[src/sv/prtt_pkg.sv]
package prtt_pkg;

  localparam int TableEntriesDefault = 64;

  typedef enum logic [1:0] {
    CMD_SET    = 2'd0,
    CMD_CLEAR  = 2'd1,
    CMD_QUERY  = 2'd2,
    CMD_OLDEST = 2'd3
  } cmd_t;

  typedef enum logic [1:0] {
    ST_IDLE = 2'd0,
    ST_SCAN = 2'd1,
    ST_DONE = 2'd2,
    ST_OUT  = 2'd3
  } state_t;

  // Controller to datapath.
  typedef struct packed {
    logic load;
    logic scan_step;
    logic commit;
    logic emit;
  } ctl_cmd_t;

  // Datapath to controller.
  typedef struct packed {
    logic scan_last;
  } ctl_sts_t;

  // One stored entry: page, packed log position, error, three times.
  typedef struct packed {
    logic [31:0] page;
    logic [62:0] lpos;
    logic [31:0] err;
    logic [63:0] t_before;
    logic [63:0] t_on_page;
    logic [63:0] t_after;
  } entry_t;

  localparam int EntryW = $bits(entry_t);

endpackage

[src/sv/prtt_ctrl.sv]
module prtt_ctrl (
  input  logic                clk,
  input  logic                rst,
  input  logic                in_fire,
  input  logic                out_fire,
  input  prtt_pkg::ctl_sts_t  sts,
  output prtt_pkg::ctl_cmd_t  cmd,
  output logic                busy,
  output logic                out_valid
);

  prtt_pkg::state_t state, state_next;

  always_ff @(posedge clk) begin
    if (rst) begin
      state <= prtt_pkg::ST_IDLE;
    end else begin
      state <= state_next;
    end
  end

  always_comb begin
    state_next = state;
    case (state)
      prtt_pkg::ST_IDLE: if (in_fire) state_next = prtt_pkg::ST_SCAN;
      prtt_pkg::ST_SCAN: if (sts.scan_last) state_next = prtt_pkg::ST_DONE;
      prtt_pkg::ST_DONE: state_next = prtt_pkg::ST_OUT;
      prtt_pkg::ST_OUT:  if (out_fire) state_next = prtt_pkg::ST_IDLE;
      default:           state_next = prtt_pkg::ST_IDLE;
    endcase
  end

  always_comb begin
    cmd = '0;
    busy = 1'b1;
    out_valid = 1'b0;
    case (state)
      prtt_pkg::ST_IDLE: begin
        busy = 1'b0;
        cmd.load = in_fire;
      end
      prtt_pkg::ST_SCAN: cmd.scan_step = 1'b1;
      prtt_pkg::ST_DONE: cmd.commit = 1'b1;
      prtt_pkg::ST_OUT: begin
        out_valid = 1'b1;
        cmd.emit = 1'b1;
      end
      default: busy = 1'b1;
    endcase
  end

endmodule

[config.mk]
export PLATFORM = sky130hd
export DESIGN_NAME = prtt_ctrl
export DESIGN_NICKNAME = d
export VERILOG_FILES = /design/src/sv/prtt_pkg.sv /design/src/sv/prtt_ctrl.sv
export SDC_FILE = /design/constraint.sdc
export NUM_CORES = 1
export LEC_CHECK = 0
export ABC_AREA = 1
export BUFFER_PORTS_ARGS = -buffer_cell sky130_fd_sc_hd__buf_2
export CORE_AREA = 2 2 39 41
export DETAILED_ROUTE_END_ITERATION = 7
export DIE_AREA = 0 0 41 43
export PLACE_DENSITY = 0.4
export SYNTH_ARGS = -nofsm -noshare
export SYNTH_HDL_FRONTEND = slang
export SYNTH_SLANG_ARGS = --single-unit
[constraint.sdc]
create_clock -name clk -period 2.54 [get_ports clk]
set_clock_uncertainty 0.15 [all_clocks]
set_input_delay 0.762 -clock clk [delete_from_list [all_inputs] [get_ports clk]]
set_output_delay 0.762 -clock clk [all_outputs]
set_load 0.01 [all_outputs]
==> run_results.csv, run 1 <==
group,metric,value,unit
run_status,status,"completed",
timing,tns,0,ps
min_path,hold_depth,4,
detailed_routing,drt_drc_violations_left,0,
timing,finalSetupViolations,0,
global_routing,grt_pass1_wl,579,um
power_and_ir_drop,p_leak,0.192,nW
critical_path,cp-start-kind,"register",
synth,ys_ff_latch,2,
detailed_routing,wl_per_cell,6.38,um
synth,ys_warn_count,0,
critical_path,max_stage_delay,350,ps
synth,synth_edf_count,0,
cells_and_area,layout.nets,54,
synth,syn_area,201,um^2
detailed_routing,ant_nets,0,
critical_path,critPathBufInv,3,
power_and_ir_drop,switching_share,43.4,%
timing,fin_crit,2040,ps
detailed_routing,first_pass_iters,4,
critical_path,worstPathCellList,"inv_1 -> ha_1 -> nand2_1 -> inv_1 -> buf_2",
synth,synthTopCellsByArea,"ha_1 31%, dfxtp_1 20%, inv_1 15%",
synth,synth_cells,30,
clock_tree,postCtsSetupBuffers,0,
detailed_routing,drt-initial-drc-count,2,
power_and_ir_drop,pwr-share-clk,22.1,%
place,port-buffer-count,10,
power_and_ir_drop,p_per_area,1100,nW/um^2
clock_tree,cts.sinks,2,
synth,synth_cell_types,8,
critical_path,arrival,1120,ps
clock_tree,cts_htree_levels,1,
power_and_ir_drop,seqPwrFrac,18.6,%
clock_tree,clk_path_buf_depth,2,
clock_tree,clk_latency,220,ps
timing,tightest_slew,137,ps
cells_and_area,drive_gt1_share,35.7,%
cells_and_area,reg_top3,"state: 2 flops",
floorplanning,start_util,14.6,%
clock_tree,numCtsBuffers,3,
cells_and_area,syn2layout_area_growth,42.2,%
floorplanning,core,1380,um^2
min_path,holdPathEnd,"state[0]$_SDFFE_PP0P_",
run,drv_cap,0,
power_and_ir_drop,intPower,179,uW
timing,post-route-period-util,80.1,%
cells_and_area,diodes,0,
floorplanning,die_x,41,um
synth,synth.net_count,40,
cells_and_area,top_register,"state",
power_and_ir_drop,peakVddDrop,182,uV
min_path,min_from,"state[0]$_SDFFE_PP0P_",
clock_tree,ctsHoldBuffers,0,
clock_tree,cts_resized,0,
clock_tree,root_buffer,"clkbuf_4",
detailed_routing,vias,191,
critical_path,critical-path-top-delay-family,"flip-flops",
critical_path,crit_type,"reg -> out",
critical_path,cp.required,1630,ps
floorplanning,die-area,1760,um^2
detailed_routing,vias_per_cell,3.29,
timing,hold_viol_final,0,
cells_and_area,final_area,287,um^2
critical_path,r2r-end,"state[0]$_SDFFE_PP0P_",
synth,synthTopCellsByCount,"8 x inv_1, 8 x nand2_1, 5 x ha_1",
timing,relSlewSlack,90.8,%
synth,ys_seq_area_share,19.9,%
timing,rsz0062_at_grt,"no",
synth,synth_area_per_cell,6.71,um^2
detailed_routing,wl,370,um
min_path,hp-class,"reg -> reg",
critical_path,r2r-start,"state[0]$_SDFFE_PP0P_",
clock_tree,tritoncts,"built",
timing,drv_slew,0,
synth,yosys.area.top_type,"ha_1",
place,place_congestion,0.644,
timing,clock.fmax,491,MHz
cells_and_area,largest_reg_flops,2,
global_routing,grt_pass1_vias,177,
clock_tree,clk_pin_slew,30,ps
synth,yosys.area.top_type_share,31.1,%
global_routing,antenna_found_initial,0,
floorplanning,ios,11,
critical_path,reg2reg_slack,1190,ps
global_routing,grtUsageTotal,5.41,%
power_and_ir_drop,power_frac_comb,59.4,%
critical_path,endpoint_kind,"primary output",
place,placed_cell_area,264,um^2
critical_path,cp_max_fo,4,
floorplanning,rows,14,
power_and_ir_drop,switching_power,137,uW
synth,synth_ff_type,"dfxtp_1",
global_routing,grt_overflow,0,
critical_path,worst_path_most_repeated_cell,"inv_1",
synth,async_reset_ff_share,0,%
critical_path,slowest_stage,"dfxtp_1",
floorplanning,die_h,43,um
critical_path,worst_r2r_path_depth,5,
global_routing,grt_start_max_net_pins,5,
power by group through the flow:
| stage | logic (mW) | clock network (mW) | registers [mW] |
|---|---|---|---|
| 3_3_place_gp | 0.191 | 0 | 0.0603 |
| 5_1_grt | 0.221 | 0.0795 | 0.0624 |
| 2_1_floorplan | 0.141 | 0 | 0.0565 |
| 3_5_place_dp | 0.191 | 0 | 0.0596 |
| 6_report | 0.187 | 0.0697 | 0.0587 |
| 4_1_cts | 0.191 | 0.0745 | 0.0592 |
worst max path at each step:
| stage | from | to | depth (start not counted) |
|---|---|---|---|
| after CTS | state[0]$_SDFFE_PP0P_ | cmd[3] | 5 |
| final | state[0]$_SDFFE_PP0P_ | cmd[3] | 5 |
| after global routing | state[0]$_SDFFE_PP0P_ | cmd[3] | 5 |
| after detailed placement | in_fire | cmd[3] | 4 |
| after floorplan | in_fire | cmd[3] | 2 |
| after global placement | in_fire | cmd[3] | 4 |
cells in the final DEF, fill, tap and decap left out:
cell      netlist  routed
buf_2           0      10
clkbuf_4        0       3
dfxtp_1         2       2
ha_1            5       5
inv_1           8       8
nand2_1         8       8
nand3_2         1       1
nor2_1          4       4
or2_2           1       1
metrics by stage:
step	power, mW	hold WS [ps]	utilization (%)	setup slack [ps]	cells
after floorplan	0.198	427	-	755	30
after global placement	0.251	493	19.1	566	55
after detailed placement	0.250	492	19.1	562	55
after CTS	0.325	497	20.7	481	58
after global routing	0.362	544	20.7	382	58
final	0.316	490	20.7	505	58
per-layer routing:
metal	GRT usage [%]	wire length (um)	part of all wire, %
met5	0	0	0
met4	6.00	0	0
met3	3.14	23	6.2
met2	7.81	171	46
met1	4.47	175	47
cell families (layout without fill, tap and decap cells):
kind of cell             after synthesis  in the layout  share of synthesized area, %
AND/OR/NAND/NOR                       14             14                          30.4
buffers and inverters                  9             21                          18.6
adder cells (fa/ha/maj)                5              5                          31.1
flip-flops                             2              2                          19.9
cell type report:
cell class | count | area (um^2)
Timing Repair Buffer | 10 | 50.0
Multi-Input combinational cell | 19 | 124
Inverter | 8 | 30.0
Fill cell | 159 | 1100
Sequential cell | 2 | 40.0
Clock buffer | 3 | 22.5
Tap cell | 16 | 20.0
worst reg2reg max path: stages (launching register included):
cell and delay [ps]:
dfxtp_1 350, inv_1 100, ha_1 210, or2_2 270, nor2_1 100, nor2_1 50
Note: power is estimated with default switching activity, not from simulation.
==> run 2, diff against run 1 <==
--- a/config.mk
+++ b/config.mk
@@ -10,7 +10,7 @@
 export CORE_AREA = 2 2 39 41
 export DETAILED_ROUTE_END_ITERATION = 7
 export DIE_AREA = 0 0 41 43
-export PLACE_DENSITY = 0.4
+export PLACE_DENSITY = 0.41
 export SYNTH_ARGS = -nofsm -noshare
 export SYNTH_HDL_FRONTEND = slang
 export SYNTH_SLANG_ARGS = --single-unit
==> constraint.sdc (replaced) <==
create_clock -name clk -period 1.75 [get_ports clk]
set_clock_uncertainty 0.15 [all_clocks]
set_input_delay 0.525 -clock clk [delete_from_list [all_inputs] [get_ports clk]]
set_output_delay 0.525 -clock clk [all_outputs]
set_load 0.01 [all_outputs]
==> run 2 against run 1 <==
Compared with the run above: combinational power increased by 59%; sequential cell count unchanged; largest power group unchanged; critical path type unchanged; wire length grew 0.27%; cell count unchanged; largest cell class unchanged.
==> run_results.csv, run 2 (synthesis results as in run 1) <==
group,metric,value,unit
cells_and_area,layout_commonest_cell,"buf_2",
cells_and_area,layout_common_cells,"10 x buf_2, 8 x nand2_1, 6 x inv_1",
timing,tns,0,ps
timing,drv_slew,0,
power_and_ir_drop,p_per_area,1630,nW/um^2
clock_tree,clk_latency,230,ps
floorplanning,start_util,14.6,%
timing,fin_crit,1670,ps
cells_and_area,diodes,0,
floorplanning,core,1380,um^2
run,drv_cap,0,
cells_and_area,top_register,"state",
detailed_routing,drt-initial-drc-count,1,
clock_tree,tritoncts,"built",
critical_path,cp-start-kind,"register",
clock_tree,numCtsBuffers,3,
clock_tree,cts_htree_levels,1,
cells_and_area,finish.utilization,22.3,%
clock_tree,ctsHoldBuffers,0,
timing,tightest_slew,97.4,ps
clock_tree,root_buffer,"clkbuf_4",
detailed_routing,vias,187,
detailed_routing,vias_per_cell,3.22,
timing,post-route-period-util,95.5,%
timing,relSlewSlack,93.5,%
global_routing,grtUsageTotal,5.31,%
global_routing,grt_overflow,0,
power_and_ir_drop,peakVddDrop,334,uV
critical_path,reg2reg_slack,470,ps
clock_tree,postCtsSetupBuffers,0,
clock_tree,cts.sinks,2,
timing,finalSetupViolations,0,
global_routing,antenna_found_initial,0,
min_path,holdPathEnd,"state[0]$_SDFFE_PP0P_",
place,place_congestion,0.661,
detailed_routing,wl_per_cell,6.40,um
detailed_routing,drt_drc_violations_left,0,
floorplanning,die_x,41,um
min_path,hold_depth,4,
cells_and_area,drive_gt1_share,47.6,%
cells_and_area,syn2layout_area_growth,53.4,%
global_routing,grt_pass1_wl,531,um
critical_path,cp_max_fo,4,
global_routing,grt_start_max_net_pins,5,
critical_path,arrival,1000,ps
floorplanning,ios,11,
detailed_routing,wl,371,um
place,dp_hpwl,306,um
timing,hold_viol_final,0,
cells_and_area,reg_top3,"state: 2 flops",
place,port-buffer-count,10,
floorplanning,die_h,43,um
critical_path,cp.required,1070,ps
min_path,hp-class,"in -> reg",
critical_path,endpoint_kind,"primary output",
run_status,status,"completed",
cells_and_area,n_fill_cell,160,
global_routing,grt_pass1_vias,149,
critical_path,r2r-end,"state[0]$_SDFFE_PP0P_",
timing,clock.fmax,598,MHz
cells_and_area,largest_reg_flops,2,
critical_path,r2r-start,"state[0]$_SDFFE_PP0P_",
timing,rsz0062_at_grt,"no",
floorplanning,rows,14,
critical_path,crit_type,"reg -> out",
critical_path,worst_r2r_path_depth,5,
cells_and_area,layout.nets,54,
floorplanning,die-area,1760,um^2
clock_tree,clk_path_buf_depth,2,
detailed_routing,ant_nets,0,
min_path,min_from,"rst",
clock_tree,clk_pin_slew,30,ps
power_and_ir_drop,p_leak,0.194,nW
critical_path,startpoint,"state[0]$_SDFFE_PP0P_",
detailed_routing,first_pass_iters,2,
## run 2: worst max-delay path, cell delays in order, from the launching register on
cell	delay [ps]
dfxtp_2	350
inv_4	60
ha_4	160
nand2_1	60
inv_1	30
buf_2	120
## run 2: final cells by class
class | instances | area, um^2 | share of cell area, %
Multi-Input combinational cell | 19 | 136 | 44.1
Clock buffer | 3 | 22.5 | 7.29
Inverter | 8 | 35.0 | 11.3
Sequential cell | 2 | 45.0 | 14.6
Tap cell | 16 | 20.0 | 6.48
Timing Repair Buffer | 10 | 50.0 | 16.2
## run 2: what timing repair did
action / in CTS / in global routing
gates cloned: 0 / 0
resized for setup: 5 / 4
endpoints found under the setup margin: 2 / 1
## run 2: power breakdown
group	internal, mW	switching [mW]
sequential	0.0773	0.0284
combinational	0.135	0.163
clock	0.0755	0.0256
total	0.287	0.217
## run 2: how the worst max path moves through the flow
stage / cells after the start / to / slack, ps
2_1_floorplan: 4 / cmd[3] / 330
3_3_place_gp: 5 / cmd[3] / 170
3_5_place_dp: 5 / cmd[3] / 170
4_1_cts: 5 / cmd[3] / 30
5_1_grt: 5 / cmd[3] / 3
6_report: 5 / cmd[3] / 80
## run 2: routing by layer
| layer | vias up | wire [um] | track usage, % |
|---|---|---|---|
| met5 | - | 0 | 0 |
| met4 | 0 | 0 | 6.00 |
| met1 | 70 | 173 | 5.41 |
| met2 | 9 | 167 | 5.63 |
| met3 | 0 | 31 | 4.71 |
| li1 | 108 | - | - |
## run 2: through the flow
step	std cells	hold slack (ps)	total power, mW	setup slack [ps]	area [um^2]
floorplan	30	427	0.287	329	201
global placement	55	485	0.362	172	264
detailed placement	55	479	0.362	172	264
CTS	58	376	0.487	25.7	292
global route	58	405	0.588	3.45	309
finish	58	387	0.505	78.8	309
